==> config.mk <==
export PLATFORM = sky130hd
export DESIGN_NAME = ppc_regs
export DESIGN_NICKNAME = d
export VERILOG_FILES = /design/src/hdl/ppc_pkg.sv /design/src/hdl/ppc_regs.sv
export SDC_FILE = /design/constraint.sdc
export NUM_CORES = 1
export LEC_CHECK = 0
export BUFFER_PORTS_ARGS = -buffer_cell sky130_fd_sc_hd__buf_2
export CORE_UTILIZATION = 50
export CTS_BUF_LIST = sky130_fd_sc_hd__clkbuf_16
export DETAILED_ROUTE_END_ITERATION = 16
export PLACE_DENSITY = 0.78
export SETUP_SLACK_MARGIN = 0.5
export SKIP_CTS_REPAIR_TIMING = 1
export SYNTH_ARGS = -nofsm -noshare
export SYNTH_HDL_FRONTEND = slang
export SYNTH_SLANG_ARGS = --single-unit
==> constraint.sdc <==
create_clock -name clk -period 3.2 [get_ports clk]
set_clock_uncertainty 0.05 [all_clocks]
set_input_delay 0.96 -clock clk [delete_from_list [all_inputs] [get_ports clk]]
set_output_delay 0.96 -clock clk [all_outputs]
set_load 0.02 [all_outputs]
==> src/hdl/ppc_pkg.sv <==
// Shared types, register indexes and reset values for the plane particle collision unit.
`default_nettype none
package ppc_pkg;

  typedef logic signed [31:0] q_t;

  // Input item: particle position, velocity and force, signed Q16.16
  typedef struct packed {
    q_t pos_x;
    q_t pos_y;
    q_t pos_z;
    q_t vel_in_x;
    q_t vel_in_y;
    q_t vel_in_z;
    q_t force_in_x;
    q_t force_in_y;
    q_t force_in_z;
  } in_item_t;

  // Result item
  typedef struct packed {
    q_t   vel_out_x;
    q_t   vel_out_y;
    q_t   vel_out_z;
    q_t   force_out_x;
    q_t   force_out_y;
    q_t   force_out_z;
    logic bounced;
    logic contact_applied;
  } out_item_t;

  // Register indexes (word address on the configuration port)
  typedef enum logic [2:0] {
    REG_PLANE_HEIGHT     = 3'd0,
    REG_PLANE_VERT_SPEED = 3'd1,
    REG_HOLE_CENTER_X    = 3'd2,
    REG_HOLE_CENTER_Z    = 3'd3,
    REG_GAP_RADIUS       = 3'd4,
    REG_RESTITUTION      = 3'd5,
    REG_FRICTION         = 3'd6,
    REG_CONTACT_MARGIN   = 3'd7
  } reg_idx_t;

  localparam logic [16:0] RESTITUTION_RST    = 17'd52429;
  localparam logic [16:0] FRICTION_RST       = 17'd13107;
  localparam logic [16:0] CONTACT_MARGIN_RST = 17'd655;

  // Current register contents
  typedef struct packed {
    q_t          plane_height;
    q_t          plane_vert_speed;
    q_t          hole_center_x;
    q_t          hole_center_z;
    logic [30:0] gap_radius;
    logic [16:0] restitution;
    logic [16:0] friction;
    logic [16:0] contact_margin;
  } cfg_t;

  // Item state handed from the product stages to the resolve stages
  typedef struct packed {
    q_t          vel_x;
    q_t          vel_y;
    q_t          vel_z;
    q_t          force_x;
    q_t          force_y;
    q_t          force_z;
    logic        far;
    logic [61:0] dx2;
    logic [61:0] dy2;
    logic [61:0] dz2;
    logic [61:0] r2;
    logic        in_contact;
    logic        approach;
    logic [49:0] bounce_prod;
    logic        fy_neg;
    logic        fric_x_neg;
    logic        fric_z_neg;
    logic [63:0] fric_px;
    logic [63:0] fric_pz;
  } mid_t;

endpackage
`default_nettype wire

==> src/hdl/ppc_regs.sv <==
// APB register file holding the plane, hole and coefficient settings.
`default_nettype none
module ppc_regs (
  input  wire logic        clk,
  input  wire logic        rst_n,
  input  wire logic        psel,
  input  wire logic        penable,
  input  wire logic        pwrite,
  input  wire logic [4:0]  paddr,
  input  wire logic [31:0] pwdata,
  output logic [31:0]      prdata,
  output logic             pready,
  output ppc_pkg::cfg_t    cfg
);
  import ppc_pkg::*;

  cfg_t     cfg_r;
  cfg_t     cfg_nxt;
  reg_idx_t idx;
  logic     wr_en;

  assign idx    = reg_idx_t'(paddr[4:2]);
  assign wr_en  = psel & penable & pwrite;
  assign pready = 1'b1;
  assign cfg    = cfg_r;

  // Decode a write into the next register image
  always_comb begin
    cfg_nxt = cfg_r;
    if (wr_en) begin
      case (idx)
        REG_PLANE_HEIGHT:     cfg_nxt.plane_height     = pwdata;
        REG_PLANE_VERT_SPEED: cfg_nxt.plane_vert_speed = pwdata;
        REG_HOLE_CENTER_X:    cfg_nxt.hole_center_x    = pwdata;
        REG_HOLE_CENTER_Z:    cfg_nxt.hole_center_z    = pwdata;
        REG_GAP_RADIUS:       cfg_nxt.gap_radius       = pwdata[30:0];
        REG_RESTITUTION:      cfg_nxt.restitution      = pwdata[16:0];
        REG_FRICTION:         cfg_nxt.friction         = pwdata[16:0];
        REG_CONTACT_MARGIN:   cfg_nxt.contact_margin   = pwdata[16:0];
        default:              cfg_nxt = cfg_r;
      endcase
    end
  end

  // Hold the registers
  always_ff @(posedge clk) begin
    if (!rst_n) begin
      cfg_r.plane_height     <= '0;
      cfg_r.plane_vert_speed <= '0;
      cfg_r.hole_center_x    <= '0;
      cfg_r.hole_center_z    <= '0;
      cfg_r.gap_radius       <= '0;
      cfg_r.restitution      <= RESTITUTION_RST;
      cfg_r.friction         <= FRICTION_RST;
      cfg_r.contact_margin   <= CONTACT_MARGIN_RST;
    end else begin
      cfg_r <= cfg_nxt;
    end
  end

  // Read back the addressed register
  always_comb begin
    case (idx)
      REG_PLANE_HEIGHT:     prdata = cfg_r.plane_height;
      REG_PLANE_VERT_SPEED: prdata = cfg_r.plane_vert_speed;
      REG_HOLE_CENTER_X:    prdata = cfg_r.hole_center_x;
      REG_HOLE_CENTER_Z:    prdata = cfg_r.hole_center_z;
      REG_GAP_RADIUS:       prdata = {1'b0, cfg_r.gap_radius};
      REG_RESTITUTION:      prdata = {15'd0, cfg_r.restitution};
      REG_FRICTION:         prdata = {15'd0, cfg_r.friction};
      REG_CONTACT_MARGIN:   prdata = {15'd0, cfg_r.contact_margin};
      default:              prdata = '0;
    endcase
  end

endmodule
`default_nettype wire

; After elaboration in Yosys (flattened, before gate mapping)
; Cells that the tools add are included.
[word_totals]
inputBits = 42
word_cells = 27
register_bits = 210
out_inout_bits = 243
[op_classes]
eq_ne = 7
n_mux = 1
bitwise_logic = 2
n_reduce_logical = 9
[ops]
columns = operator, n
row1 = one-hot mux 32 bit (8 select lines), 1
row2 = AND reduction 2 bit, 8
row3 = == test 3 bit (second input constant), 4
row4 = == test 3 x 2 -> 1 bit (second input constant), 2
row5 = == test 3 x 1 -> 1 bit (second input constant), 1
row6 = zero test 3 bit, 1
row7 = AND 1 bit, 2

; Longest topological paths before layout
[depth]
depth_word = 3
depth_mapped = 7
depth_no_buf = 4

; Worst setup path before layout
; Ideal clock, no wire load.
[synth_timing]
kind = input -> output
start = in paddr[3]
end = out prdata[14]
required_time_ns = 2.190
t_arrival_ns = 2.227
stages = 7
path_slack_ns = -0.037
path_cell_list = buf_4 > buf_4 > buf_4 > buf_2 > a221oi_1 > a21oi_1 > a21oi_1
[synth_between]
elab_chain_len = 2
elab_cells_between_ends = 9
cone_classes = eq/ne: 7 / mux: 1 / reduce/logical: 1
[synth_rtl]
columns = item, line_no
row1 = from (decl), ppc_regs.sv:9  ; input wire logic [4:0] paddr,
row2 = == test 3 bit (tied with other cells), ppc_regs.sv:63  ; case (idx)
row3 = one-hot mux 32 bit (8 select lines) (*), ppc_regs.sv:63
row4 = to (decl), ppc_regs.sv:11  ; output logic [31:0] prdata,
; Mark *: on every way between the ends. The rest lies on a longest branch, timed or not.

; Final worst setup path
[layout_timing]
start = in paddr[3]
end = out prdata[10]
; The elaborated chain is that of the path after synthesis.

==> metrics.csv <==
metric;value;unit
cap_violations;0;
min_period;3.228;ns
yosysWarningCount;0;
cts_sinks;210;
rsz0062_at_grt;yes;
ys.flop_type;dfxtp_1;
die_w;140.4;um
end_kind;output port;
power_frac_seq;47.8;%
crit_type;input port to output port;
nFillCells;1500;
port_buffers;281;
slew_headroom;39.60;%
dr.pass1.iters;5;
place_area;11640;um^2
design_area;12850;um^2
worstPathArrival;2.22;ns
cts_buffers;22;
die_height;140.4;um
internal_power;0.004176;W
grt_pass1_wl;49820;um
clk_pin_slew_worst_paths;0.06;ns
peakVddDrop;0.4166;mV
grt_usage;32.27;%
path_cells;buf_16 -> buf_12 -> mux2_2 -> a22o_1 -> a221oi_2 -> nor2_2 -> buf_2;
drc;0;
route.antenna.remaining_nets;0;
final_cell_mix;nand2_1, buf_2, dfxtp_1;
path_buf_inv;3;
hp-class;flop to flop;
async_flop_share;0;%
core;18710;um^2
p_per_area;432.0;nW/um^2
power.share.clock;41.4;%
fin_ws;-0.02751;ns
largest_register_ffs;210;
initial_utilization;51.16;%
max_freq;0.3098;GHz
grt_antenna_before_repair;1;
syn2layout_area_growth;34.28;%
final_common_cell;nand2_1;
rows;50;
syn_nets;1224;
vias;9572;
drt-wirelength-per-cell;19.61;um
period_share;100.9;%
violations;negative setup slack;
netSwitchingPower;0.001376;W
gr-total-overflow;0;
clockBufferDepth;3;
drive_above_1_share;34.82;%
slew_violations;0;
p_sw_share;24.79;%
syn_avg_cell_area;8.097;um^2
worstMarginPinSlew;0.9060;ns
gp_congestion;0.8437;
ys_ff_latch;210;
path_max_fanout;6;
synth-seq-area-share;43.93;%
slowest_delay;0.33;ns
p_comb_share;10.8;%
p_leak;5.441;nW
io_pins;285;
setup-tns-final;-0.1253;ns
cp_slowest_cell;mux2_2;
pre_cts_ws;-0.1996;ns
root_buffer;clkbuf_16;
totalWireLength;33110;um
worstPathRequired;2.19;ns
status;finished with violations;
htreeDepth;1;
hold_violations;0;
synth_area;9570;um^2
synth_cells;1182;
crit_family;compound AO/OA/AOI/OAI gates;
cts_tree;done;
grt_max_degree;198;
synth-edff-count;0;
drt_iter0_drc;709;
nNetsFinal;1482;
clk_latency;0.51;ns
grt_pass1_vias;9085;
viasPerCell;5.671;
startpoint_type;input port;
synth_cell_types;34;
dp_hpwl;21100;um
finalSetupViolCount;8;
die_area;19700;um^2
## power groups by stage
stage	sequential [W]	clock (W)	combinational (W)
CTS	0.00265	0.00231	0.000517
global placement	0.00271	0	0.000508
global route	0.00265	0.00244	0.000628
detailed placement	0.00271	0	0.000514
finish	0.00265	0.00230	0.000600
floorplan	0.00273	0	0.000321
## cell families after synthesis
kind of cell / after synthesis / share of synthesized area (%)
AOI/OAI and AO/OA: 261 / 20.57
DFF: 210 / 43.93
other: 1 / 0.03918
muxes: 43 / 6.759
and+or+nand+nor: 524 / 21.89
buffers and inverters: 143 / 6.824
## cells in the mapped netlist (16+ instances only)
cell type  number  area share (%)
mux4_2         16             3.8
a22o_1         18             1.6
clkbuf_1       37             1.5
inv_1          31             1.2
a21boi_1       93             7.3
nand3_1        23             1.2
nor2_1         37             1.5
dfxtp_1       210              44
a21boi_0       94             7.4
buf_2          66             3.5
nand2_1       437              17
a221oi_1       28             2.6
## metrics by stage
stage | util (%) | power, W | hold WS, ns | cells
floorplan | - | 0.003053 | 0.4904 | 1182
global placement | 62.23 | 0.003217 | 0.4028 | 1634
detailed placement | 62.23 | 0.003224 | 0.4082 | 1634
CTS | 65.59 | 0.005483 | 0.4165 | 1671
global route | 68.70 | 0.005722 | 0.4350 | 1688
finish | 68.70 | 0.005552 | 0.4138 | 1688
## area by class of cell
class / instances / area [um^2] / area share (%)
flip-flops and latches: 210 / 4204 / 32.71
well taps: 234 / 292.8 / 2.278
inverters: 31 / 116.4 / 0.9055
clock inverters: 14 / 52.55 / 0.4089
clock buffers: 23 / 575.6 / 4.479
multi-input cells: 829 / 5240 / 40.77
diodes: 1 / 2.502 / 0.01947
repair buffers: 346 / 2367 / 18.42
## worst register-to-register path, delay by kind of cell (launching register included)
kind | cells | cell delay [ns]
flip-flops | 1 | 0.40
AO/OA/AOI/OAI | 1 | 0.21
AND/OR/NAND/NOR | 1 | 0.09
## metal layers
layer	share of wire (%)	vias to the layer above	global-route usage, %
met4	4.6	0	16.37
met2	48	423	53.03
met5	0	-	0
met3	6.7	92	5.265
met1	41	4644	41.03
li1	-	4413	-
## final timing paths
kind | from | endpoint | slack, ns | cells past startpoint
max reg2reg | cfg[39]$_SDFFE_PN0P_ | cfg[39]$_SDFFE_PN0P_ | 2.37 | 2
min reg2reg | cfg[196]$_SDFFE_PN0P_ | cfg[196]$_SDFFE_PN0P_ | 0.41 | 2
max | paddr[3] | prdata[10] | -0.03 | 7
min | cfg[196]$_SDFFE_PN0P_ | cfg[196]$_SDFFE_PN0P_ | 0.41 | 2
Power figures use the tool's default switching activity.
